### src/hw/rtl/csem_pkg.sv
package csem_pkg;

    localparam int CountBits = 16;
    localparam int IdPortBits = 8;
    localparam int AmountBits = 8;
    localparam int WaitingBits = 5;

    // operation codes (slave tuser)
    localparam logic OP_WAIT   = 1'b0;
    localparam logic OP_SIGNAL = 1'b1;

    // result status codes
    localparam logic [1:0] STAT_PROCEED = 2'd0;
    localparam logic [1:0] STAT_QUEUED  = 2'd1;
    localparam logic [1:0] STAT_DROPPED = 2'd2;

    typedef logic signed [CountBits-1:0] t_count;
    typedef logic signed [CountBits+1:0] t_count_wide;

    typedef struct packed {
        logic push;
        logic pop;
    } t_q_ctrl;

    typedef struct packed {
        logic full;
        logic empty;
    } t_q_flags;

    function automatic t_count sat_count(input t_count_wide v);
        t_count_wide hi;
        t_count_wide lo;
        hi = t_count_wide'(32767);
        lo = -t_count_wide'(32768);
        if (v > hi) begin
            return t_count'(hi);
        end else if (v < lo) begin
            return t_count'(lo);
        end
        return t_count'(v);
    endfunction

endpackage

### src/hw/rtl/csem_queue.sv
module csem_queue #(
    parameter int DEPTH = 16,
    parameter int ID_BITS = 8,
    parameter int PTR_BITS = $clog2(DEPTH),
    parameter int USED_BITS = $clog2(DEPTH + 1)
) (
    input  logic                 i_clk,
    input  logic                 i_rst_n,
    input  csem_pkg::t_q_ctrl    i_ctrl,
    input  logic [ID_BITS-1:0]   i_wr_id,
    output logic [ID_BITS-1:0]   o_rd_id,
    output logic [USED_BITS-1:0] o_used,
    output csem_pkg::t_q_flags   o_flags
);

    logic [ID_BITS-1:0]   r_mem [DEPTH];
    logic [ID_BITS-1:0]   r_rd_id;
    logic [PTR_BITS-1:0]  r_head;
    logic [PTR_BITS-1:0]  r_tail;
    logic [USED_BITS-1:0] r_used;
    logic [PTR_BITS-1:0]  n_head;
    logic [PTR_BITS-1:0]  n_tail;
    logic [USED_BITS-1:0] n_used;

    localparam logic [PTR_BITS-1:0]  LastPtr = PTR_BITS'(DEPTH - 1);
    localparam logic [USED_BITS-1:0] FullCount = USED_BITS'(DEPTH);

    always_comb begin
        n_head = r_head;
        n_tail = r_tail;
        n_used = r_used;
        if (i_ctrl.push) begin
            n_tail = (r_tail == LastPtr) ? '0 : r_tail + 1'b1;
            n_used = n_used + 1'b1;
        end
        if (i_ctrl.pop) begin
            n_head = (r_head == LastPtr) ? '0 : r_head + 1'b1;
            n_used = n_used - 1'b1;
        end
    end

    always_ff @(posedge i_clk) begin
        if (!i_rst_n) begin
            r_head <= '0;
            r_tail <= '0;
            r_used <= '0;
        end else begin
            r_head <= n_head;
            r_tail <= n_tail;
            r_used <= n_used;
        end
    end

    // one write port at the tail, one registered read port at the head
    always_ff @(posedge i_clk) begin
        if (i_ctrl.push) begin
            r_mem[r_tail] <= i_wr_id;
        end
        if (i_ctrl.pop) begin
            r_rd_id <= r_mem[r_head];
        end
    end

    assign o_rd_id = r_rd_id;
    assign o_used = r_used;
    assign o_flags.full = (r_used == FullCount);
    assign o_flags.empty = (r_used == '0);

endmodule

### src/hw/rtl/counting_semaphore_wait_queue_top.sv
// Channel  | Direction | tdata (low bit up)                         | tuser
// s_axis   | in        | thread_id[7:0], amount[15:8]               | operation[0]
// m_axis   | out       | woken_thread[7:0], count[23:8],            | status[1:0],
//          |           | waiting[28:24], zero[31:29]                | woken_valid[2]
// cfg      | in        | i_cfg_wdata = initial_count (also loads the counter)
//
// A wait, or a signal that wakes nobody, is registered directly; a signal that wakes
// a thread waits in ST_POP for the head entry read from the queue memory.
// One item is in flight at a time; the next is taken once its result is registered.
// Reset (synchronous, active low) clears the counter to 0 and empties the queue.
// A stalled result holds in the output register; input is taken while it drains.
module counting_semaphore_wait_queue_top #(
    parameter int QUEUE_DEPTH = 16,
    parameter int THREAD_ID_BITS = 8
) (
    input  logic        i_clk,
    input  logic        i_rst_n,
    input  logic        i_s_axis_tvalid,
    output logic        o_s_axis_tready,
    input  logic [15:0] i_s_axis_tdata,   // thread_id[7:0], amount[15:8]
    input  logic [0:0]  i_s_axis_tuser,   // operation[0]
    output logic        o_m_axis_tvalid,
    input  logic        i_m_axis_tready,
    output logic [31:0] o_m_axis_tdata,   // woken_thread[7:0], count[23:8], waiting[28:24]
    output logic [2:0]  o_m_axis_tuser,   // status[1:0], woken_valid[2]
    input  logic        i_cfg_wen,
    input  logic [15:0] i_cfg_wdata
);

    localparam int UsedBits = $clog2(QUEUE_DEPTH + 1);

    localparam logic ST_IDLE = 1'b0;
    localparam logic ST_POP  = 1'b1;

    logic r_state;
    logic n_state;

    csem_pkg::t_count r_counter;
    csem_pkg::t_count n_counter;

    logic                              r_out_valid;
    logic [1:0]                        r_out_status;
    logic                              r_out_wvalid;
    logic [csem_pkg::IdPortBits-1:0]   r_out_wthread;
    csem_pkg::t_count                  r_out_count;
    logic [csem_pkg::WaitingBits-1:0]  r_out_waiting;

    csem_pkg::t_q_ctrl                 w_qctrl;
    csem_pkg::t_q_flags                w_qflags;
    logic [THREAD_ID_BITS-1:0]         w_rd_id;
    logic [UsedBits-1:0]               w_used;
    logic [UsedBits-1:0]               w_used_next;
    logic [31:0]                       w_used_ext;
    logic [31:0]                       w_tid_ext;
    logic [31:0]                       w_rd_ext;

    logic                              w_out_free;
    logic                              w_fire;
    logic                              w_op;
    logic [csem_pkg::IdPortBits-1:0]   w_tid;
    logic [csem_pkg::AmountBits-1:0]   w_amt;
    csem_pkg::t_count_wide             w_cnt_wide;
    csem_pkg::t_count_wide             w_amt_wide;
    csem_pkg::t_count                  w_cnt_after;
    logic                              w_block;
    logic [1:0]                        w_status;

    assign w_op  = i_s_axis_tuser[0];
    assign w_tid = i_s_axis_tdata[7:0];
    assign w_amt = i_s_axis_tdata[15:8];

    assign w_out_free = !r_out_valid || i_m_axis_tready;
    assign o_s_axis_tready = (r_state == ST_IDLE) && w_out_free;
    assign w_fire = i_s_axis_tvalid && o_s_axis_tready;

    assign w_cnt_wide = csem_pkg::t_count_wide'(r_counter);
    assign w_amt_wide = csem_pkg::t_count_wide'({10'd0, w_amt});

    always_comb begin
        w_cnt_after = r_counter;
        w_block = 1'b0;
        w_status = csem_pkg::STAT_PROCEED;
        w_qctrl = '0;
        if (w_op == csem_pkg::OP_WAIT) begin
            // skip the subtraction once the count has gone negative
            if (!r_counter[csem_pkg::CountBits-1]) begin
                w_cnt_after = csem_pkg::sat_count(w_cnt_wide - w_amt_wide);
                w_block = w_cnt_after[csem_pkg::CountBits-1];
            end else begin
                w_block = 1'b1;
            end
            if (w_block) begin
                if (w_qflags.full) begin
                    w_status = csem_pkg::STAT_DROPPED;
                end else begin
                    w_status = csem_pkg::STAT_QUEUED;
                    w_qctrl.push = w_fire;
                end
            end
        end else begin
            w_cnt_after = csem_pkg::sat_count(w_cnt_wide + w_amt_wide);
            w_qctrl.pop = w_fire && !w_cnt_after[csem_pkg::CountBits-1] && !w_qflags.empty;
        end
    end

    assign w_used_next = w_qctrl.push ? w_used + 1'b1 :
                         w_qctrl.pop  ? w_used - 1'b1 : w_used;
    assign w_used_ext = 32'(w_used_next);
    assign w_tid_ext = 32'(w_tid);
    assign w_rd_ext = 32'(w_rd_id);

    csem_queue #(
        .DEPTH   (QUEUE_DEPTH),
        .ID_BITS (THREAD_ID_BITS)
    ) u_queue (
        .i_clk   (i_clk),
        .i_rst_n (i_rst_n),
        .i_ctrl  (w_qctrl),
        .i_wr_id (w_tid_ext[THREAD_ID_BITS-1:0]),
        .o_rd_id (w_rd_id),
        .o_used  (w_used),
        .o_flags (w_qflags)
    );

    always_comb begin
        n_counter = r_counter;
        if (i_cfg_wen) begin
            n_counter = csem_pkg::t_count'(i_cfg_wdata);
        end else if (w_fire) begin
            n_counter = w_cnt_after;
        end
    end

    always_comb begin
        n_state = r_state;
        unique case (r_state)
            ST_IDLE: begin
                if (w_qctrl.pop) begin
                    n_state = ST_POP;
                end
            end
            ST_POP: begin
                n_state = ST_IDLE;
            end
            default: begin
                n_state = ST_IDLE;
            end
        endcase
    end

    always_ff @(posedge i_clk) begin
        if (!i_rst_n) begin
            r_state <= ST_IDLE;
            r_counter <= '0;
            r_out_valid <= 1'b0;
        end else begin
            r_state <= n_state;
            r_counter <= n_counter;
            if (r_state == ST_POP) begin
                r_out_valid <= 1'b1;
            end else if (w_fire) begin
                // a wake waits in ST_POP for the head entry to be read
                r_out_valid <= !w_qctrl.pop;
            end else if (i_m_axis_tready) begin
                r_out_valid <= 1'b0;
            end
        end
    end

    always_ff @(posedge i_clk) begin
        if (r_state == ST_POP) begin
            r_out_wthread <= w_rd_ext[csem_pkg::IdPortBits-1:0];
        end else if (w_fire) begin
            r_out_status <= w_status;
            r_out_wvalid <= w_qctrl.pop;
            r_out_wthread <= '0;
            r_out_count <= w_cnt_after;
            r_out_waiting <= w_used_ext[csem_pkg::WaitingBits-1:0];
        end
    end

    assign o_m_axis_tvalid = r_out_valid;
    assign o_m_axis_tdata = {3'd0, r_out_waiting, r_out_count, r_out_wthread};
    assign o_m_axis_tuser = {r_out_wvalid, r_out_status};

endmodule

### config.mk
export PLATFORM = sky130hd
export DESIGN_NAME = counting_semaphore_wait_queue_top
export DESIGN_NICKNAME = d
export VERILOG_FILES = /design/src/hw/rtl/csem_pkg.sv /design/src/hw/rtl/csem_queue.sv /design/src/hw/rtl/counting_semaphore_wait_queue_top.sv
export SDC_FILE = /design/constraint.sdc
export NUM_CORES = 1
export LEC_CHECK = 0
export ABC_AREA = 1
export BUFFER_PORTS_ARGS = -buffer_cell sky130_fd_sc_hd__buf_2
export CAP_MARGIN = 20
export CORE_MARGIN = 2
export CORE_UTILIZATION = 65
export CTS_BUF_LIST = sky130_fd_sc_hd__clkbuf_16
export DETAILED_ROUTE_END_ITERATION = 7
export PLACE_DENSITY = 0.83
export SYNTH_ARGS = -nofsm -noshare
export SYNTH_HDL_FRONTEND = slang
export SYNTH_SLANG_ARGS = --single-unit
### constraint.sdc
create_clock -name i_clk -period 5.4 [get_ports i_clk]
set_clock_uncertainty 0.05 [all_clocks]
set_input_delay 0.27 -clock i_clk [delete_from_list [all_inputs] [get_ports i_clk]]
set_output_delay 0.27 -clock i_clk [all_outputs]
set_load 0.05 [all_outputs]
### Yosys cells after proc, flatten, opt, wreduce, memory -nomap -nowiden

Memories as Yosys holds them, arrays and structs flattened. A register that Yosys moved wholly into a read port is not among the register bits.
Cells that the tools add are included.

| cells by class | value |
|---|---|
| $add $sub $neg | 7 |
| magnitude comparators | 4 |
| equal/unequal tests | 3 |
| multiplexer cells | 40 |
| bitwise gates (word level) | 2 |
| reduce and logical (&&, ||, !) cells | 15 |

Operators by type and width:

| cell | count |
|---|---|
| two-way mux 16 bit | 11 |
| greater-than comparator 17 x 16 -> 1 bit (second input constant) | 2 |
| less-than comparator 17 x 16 -> 1 bit (second input constant) | 2 |
| two-way mux 5 bit | 4 |
| two-way mux 1 bit | 19 |
| adder 16 x 9 -> 17 bit | 1 |
| subtractor 16 x 9 -> 17 bit | 1 |
| two-way mux 8 bit | 2 |
| subtractor 5 x 1 -> 5 bit (second input constant) | 2 |
| adder 4 x 1 -> 4 bit (second input constant) | 2 |
| equality test 4 bit (second input constant) | 2 |
| two-way mux 4 bit | 2 |
| adder 5 x 1 -> 5 bit (second input constant) | 1 |
| equality test 5 bit (second input constant) | 1 |
| zero test 5 bit | 1 |
| logical AND 1 bit | 4 |
| zero test 1 bit | 4 |
| nonzero test 2 bit | 2 |
| nonzero test 3 bit | 1 |
| two-way mux 2 bit | 1 |
| inverter 1 bit | 2 |
| one-hot mux 1 bit (2 select lines) | 1 |
| AND reduction 2 bit | 1 |
| OR reduction 2 bit | 1 |
| logical OR 1 bit | 1 |

| storage, ports and cells | value |
|---|---|
| flip-flop bits (word level) | 63 |
| RAM bits | 128 |
| input bits | 38 |
| output and inout bits | 37 |
| logic and storage cells | 83 |
| memories | 1 |

Memories:

| name | words | width | rd ports | clocked after Yosys merged registers in | write ports | RTL line | source |
|---|---|---|---|---|---|---|---|
| u_queue.r_mem | 16 | 8 | 1 | 1 | 1 | csem_queue.sv:16 | `logic [ID_BITS-1:0] r_mem [DEPTH];` |

### Longest topological paths before layout

| depth | value |
|---|---|
| word-level depth | 14 |
| mapped depth | 21 |
| mapped depth without buffers | 20 |

### Modules after synthesis

From an unflattened synthesis, not the netlist that was laid out.

| unflattened totals | value |
|---|---|
| cell total of the unflattened synthesis | 1176 |
| area, all modules | 10545.1 µm² |

Modules (own cells, without submodules):

| module | instances | cells each | area an instance (µm²) | seq. area each (µm²) |
|---|---|---|---|---|
| csem_queue | 1 | 573 | 6239.7 | 4344.2 |
| counting_semaphore_wait_queue_top | 1 | 603 | 4305.4 | 1321.3 |

### Worst setup path before layout

OpenSTA, ideal clock, no wires.

| timing path | value |
|---|---|
| path type | register to register |
| start point | reg r_counter[0] |
| end point | reg u_queue.r_used[4], in the netlist u_queue.o_used[4] |
| library setup time | 0.115 ns |
| arrival time | 2.378 ns |
| slack | 2.857 ns |
| cell stages (with the launch flop) | 19 |
| cells stage by stage | dfxtp_1 > inv_1 > ha_1 > fa_1 > inv_1 > nand3_1 > nand2_1 > nand2_2 > nand3_2 > nand2_4 > nand3_4 > clkinv_2 > o21ai_0 > inv_1 > ha_1 > inv_1 > nor2_8 > a21oi_1 > nor2_1 |

| between the ends | value |
|---|---|
| longest elaborated chain between the ends | 14 |
| elaborated cells between the ends (all ways) | 29 |
| those cells by class | add/sub: 3; order compare: 4; mux: 19; reduce/logical: 3 |

RTL lines:

| element | RTL line | source |
|---|---|---|
| from (decl) | counting_semaphore_wait_queue_top.sv:38 | `csem_pkg::t_count r_counter;` |
| from (signal assigned) | counting_semaphore_wait_queue_top.sv:158 | `r_counter <= n_counter;` |
| subtractor 16 x 9 -> 17 bit | counting_semaphore_wait_queue_top.sv:87 | `w_cnt_after = csem_pkg::sat_count(w_cnt_wide - w_amt_wide);` |
| less-than comparator 17 x 16 -> 1 bit | csem_pkg.sv:37 | `end else if (v < lo) begin` |
| two-way mux 1 bit | csem_pkg.sv:37 |  |
| two-way mux 1 bit | csem_pkg.sv:35 | `if (v > hi) begin` |
| two-way mux 1 bit | counting_semaphore_wait_queue_top.sv:86 | `if (!r_counter[csem_pkg::CountBits-1]) begin` |
| two-way mux 1 bit | counting_semaphore_wait_queue_top.sv:84 | `if (w_op == csem_pkg::OP_WAIT) begin` |
| two-way mux 16 bit | csem_pkg.sv:40 | `return t_count'(v);` |
| two-way mux 1 bit | counting_semaphore_wait_queue_top.sv:86 |  |
| two-way mux 1 bit | counting_semaphore_wait_queue_top.sv:84 |  |
| two-way mux 1 bit | counting_semaphore_wait_queue_top.sv:92 | `if (w_block) begin` |
| two-way mux 1 bit | counting_semaphore_wait_queue_top.sv:84 |  |
| two-way mux 5 bit | csem_queue.sv:32 | `if (i_ctrl.push) begin` |
| subtractor 5 x 1 -> 5 bit | csem_queue.sv:38 | `n_used = n_used - 1'b1;` |
| two-way mux 5 bit * | csem_queue.sv:36 | `if (i_ctrl.pop) begin` |
| to (signal assigned) | csem_queue.sv:50 | `r_used <= n_used;` |
| to (decl) | csem_queue.sv:20 | `logic [USED_BITS-1:0] r_used;` |

Mark *: on every way between the ends. The rest lies on a longest branch, timed or not. The select of a mux whose other input is x is not followed.
A chain may end at the register's enable or synchronous reset.

### Final worst setup path

| timing path | value |
|---|---|
| start point | reg r_counter[7] |
| end point | mem u_queue.r_mem[12][6] (enable) |

| between the ends | value |
|---|---|
| longest elaborated chain between the ends | 13 |
| elaborated cells between the ends (all ways) | 15 |
| those cells by class | add/sub: 1; order compare: 2; mux: 12 |

RTL lines:

| element | RTL line | source |
|---|---|---|
| subtractor 16 x 9 -> 17 bit * | counting_semaphore_wait_queue_top.sv:87 |  |
| less-than comparator 17 x 16 -> 1 bit | csem_pkg.sv:37 |  |
| two-way mux 1 bit | csem_pkg.sv:37 |  |
| two-way mux 1 bit | csem_pkg.sv:35 |  |
| two-way mux 1 bit | counting_semaphore_wait_queue_top.sv:86 |  |
| two-way mux 1 bit | counting_semaphore_wait_queue_top.sv:84 |  |
| two-way mux 16 bit * | csem_pkg.sv:40 |  |
| two-way mux 1 bit * | counting_semaphore_wait_queue_top.sv:86 |  |
| two-way mux 1 bit * | counting_semaphore_wait_queue_top.sv:84 |  |
| two-way mux 1 bit * | counting_semaphore_wait_queue_top.sv:92 |  |
| two-way mux 1 bit * | counting_semaphore_wait_queue_top.sv:84 |  |
| two-way mux 1 bit * | csem_queue.sv:56 | `if (i_ctrl.push) begin` |
| two-way mux 1 bit (not written as such) * | csem_queue.sv:57 | `r_mem[r_tail] <= i_wr_id;` |
| to (decl) | csem_queue.sv:16 |  |

Marks and branches as above.

==> flow_summary.yaml <==
status:
  status: "completed"
pwr:
  leakagePower_nw: 4.53
  pwr-share-comb_pct: 18.1
  p_int_mw: 2.56
  p_sw_mw: 1.20
  pwr-share-seq_pct: 46.9
  p_clk_share_pct: 35.1
  swShare_pct: 31.9
  peakVddDrop_mv: 0.257
  power_density_nw_per_um2: 336
routing:
  viasPerCell: 5.99
  drtIter0Drc: 1047
  wire_per_inst_um: 18.3
  route.vias.total: 8014
  ant_nets: 0
  drc: 0
  totalWireLength_mm: 24.5
  firstDrtPassIters: 5
worst_setup_path:
  worstSetupStartpointType: "flip-flop"
  critPathKind: "reg2reg"
  cp.required_ns: 5.43
  cp_data_arrival_time_ns: 3.16
  end_kind: "flip-flop"
  cp_max_fo: 14
global_routing:
  grt_util_all_layers_pct: 30.2
  grt_pass1_vias: 7218
  grt_max_degree: 68
  grt_overflow_total: 0
  antenna_found_initial: 0
  grt_pass1_wl_mm: 37.9
sta:
  setup_viol: 0
  hold-worst-slack_ns: 0.0546
  min_period_ns: 3.14
  tightest_slew_ns: 1.07
  period_share_pct: 58.1
  relSlewSlack_pct: 28.7
  max_freq_mhz: 319
  hold_violations: 0
  rsz0062_at_grt: "false"
  drv_slew: 0
  fin_tns_setup_ns: 0
synth:
  synth_compound_area_share_pct: 9.92
  synth_xor_area_share_pct: 1.38
  synth_top_cell_by_area: "edfxtp_1"
  ys_types: 49
  ys_warn_count: 0
  synth_mux_area_share_pct: 1.18
  synth.most_common_cell: "nand2_1"
  synth_edf_count: 168
  ys_top_cells_by_area: "edfxtp_1 (50%), nand2_1 (7.7%), dfxtp_1 (6.1%)"
  yosysSeqAreaShare_pct: 55.6
  synth_common_cells: "nand2_1 (209), edfxtp_1 (168), nor2_1 (143), inv_1 (109), nand3_1 (70)"
  synthAdderAreaFrac_pct: 3.34
  synthArstFlopShare_pct: 0
  synth_simple_gate_area_share_pct: 20.9
  ys_seq_elements: 199
  synth_area_um2: 10200
  synth_top_family_by_area: "simple AND/OR/NAND/NOR gates"
  synth_ff_type: "edfxtp_1"
  syn-instance-count: 1071
  avgSynthCellArea_um2: 9.51
  synth_top_area_share_pct: 49.5
clocking:
  cts_hold_repair.buffers: 0
  clkLatencyLatePin_ns: 0.45
  tritoncts: "built"
  root_buffer: "clkbuf_16"
  cts_max_level: 4
  cts_setup_buffers: 0
  cts_buffers: 17
  path_clk_slew_ns: 0.08
  cts-resized-gates: 0
  cts_max_path_buffers: 2
  cts.sinks: 199
placement:
  placement.cell_area_um2: 10500
  dp_hpwl_mm: 16.5
  place.port_buffers: 71
  gp_congestion: 0.971
floorplanning:
  die_y_um: 129
  pin_count: 75
  rows: 45
  dieArea_um2: 16700
  coreArea_um2: 15300
  die-width_um: 129
  initial_core_util_pct: 66.8
run:
  max_cap_violations: 0
cells_and_area:
  syn_to_final_growth_pct: 9.64
  insertedDiodeCount: 0
  final_nets: 1178
  drive_above_1_share_pct: 15.4
  finalInstanceArea_um2: 11200
min_path:
  hold_path_class: "in2reg"
flip-flops by register name, summed over array words and instances, names as in the netlist:
| name | flops |
|---|---|
| u_queue.r_tail | 4 |
| r_counter | 16 |
| r_out_status | 2 |
| o_m_axis_tvalid | 1 |
| r_state | 1 |
| u_queue.r_head | 4 |
| r_out_wthread | 8 |
| r_out_wvalid | 1 |
| u_queue.o_used | 5 |
| r_out_count | 16 |
| u_queue.o_rd_id | 8 |
| r_out_waiting | 5 |
| u_queue.r_mem | 128 |
cells in the final DEF (no fill, tap or decap), types with 3 or more instances in the layout:
cell type,count
o21ai_1,3
nand2_2,22
inv_1,109
nor3_1,5
conb_1,3
inv_2,11
dfxtp_1,29
o221ai_1,12
o21ai_0,64
buf_2,71
a21oi_1,34
mux2i_1,12
nor2_1,143
nand2_1,209
nand3_2,4
clkinv_8,6
clkbuf_16,17
o211ai_1,6
inv_12,3
and2_1,3
buf_4,4
o32ai_1,20
a21oi_2,8
edfxtp_1,168
xor2_1,16
ha_1,24
nand4_1,9
nor2_4,5
nand3_1,70
power by group through the flow:
| stage | clock [mW] | combinational, mW | sequential [mW] |
|---|---|---|---|
| CTS | 1.33 | 0.665 | 1.76 |
| global route | 1.39 | 0.737 | 1.77 |
| global placement | 0 | 0.650 | 1.79 |
| detailed placement | 0 | 0.659 | 1.79 |
| finish | 1.32 | 0.678 | 1.76 |
| floorplan | 0 | 0.417 | 1.88 |
critical path, cell delays in order (launching register included):
cell and delay (ns):
dfxtp_1 0.35, ha_1 0.44, nand2_1 0.12, nand2_1 0.12
a21oi_4 0.18, nand3_2 0.14, nand2_4 0.12, nand3_4 0.19
clkinv_2 0.20, nand2_1 0.23, nor2_1 0.62
cells by family (layout without fill, tap and decap cells):
| logic type | after synthesis | count (layout) |
|---|---|---|
| mux | 12 | 12 |
| other cells | 1 | 3 |
| compound gates | 159 | 159 |
| simple gates | 482 | 482 |
| fa+ha+maj | 26 | 26 |
| buf+inv | 176 | 230 |
| xor+xnor | 16 | 16 |
| flops | 199 | 199 |
through the flow:
stage / total power, mW / cells / util, % / setup WS, ns
global placement: 2.44 / 1306 / 69.0 / 2.41
CTS: 3.75 / 1338 / 73.2 / 2.32
floorplan: 2.30 / 1073 / - / 2.86
finish: 3.76 / 1338 / 73.2 / 2.26
global route: 3.89 / 1338 / 73.2 / 2.10
detailed placement: 2.45 / 1306 / 69.0 / 2.28
metal layers:
layer	routed length, um	vias up	global-route usage [%]
met5	0	-	0
met4	674	0	10.7
met3	2610	65	7.93
met2	11300	498	47.2
met1	9870	3757	41.5
li1	-	3694	-
area by class of cell:
class | count | area [um^2]
Clock inverter | 15 | 211
Tap cell | 211 | 264
Timing Repair Buffer | 75 | 385
Fill cell | 1101 | 4090
Clock buffer | 17 | 425
Multi-Input combinational cell | 698 | 3750
Sequential cell | 199 | 5670
Inverter | 123 | 463
path summary, 6_finish.rpt:
| kind | startpoint | end | slack, ns | depth (start not counted) |
|---|---|---|---|---|
| setup / recovery | r_counter[7] | u_queue.r_mem[12][6] | 2.26 | 10 |
| hold / removal | i_s_axis_tvalid | o_m_axis_tvalid | 0.05 | 3 |
| setup reg to reg | r_counter[7] | u_queue.r_mem[12][6] | 2.26 | 10 |
| hold reg to reg | u_queue.o_rd_id[2] | r_out_wthread[2] | 0.45 | 2 |
Note: power is estimated with default switching activity, not from simulation.
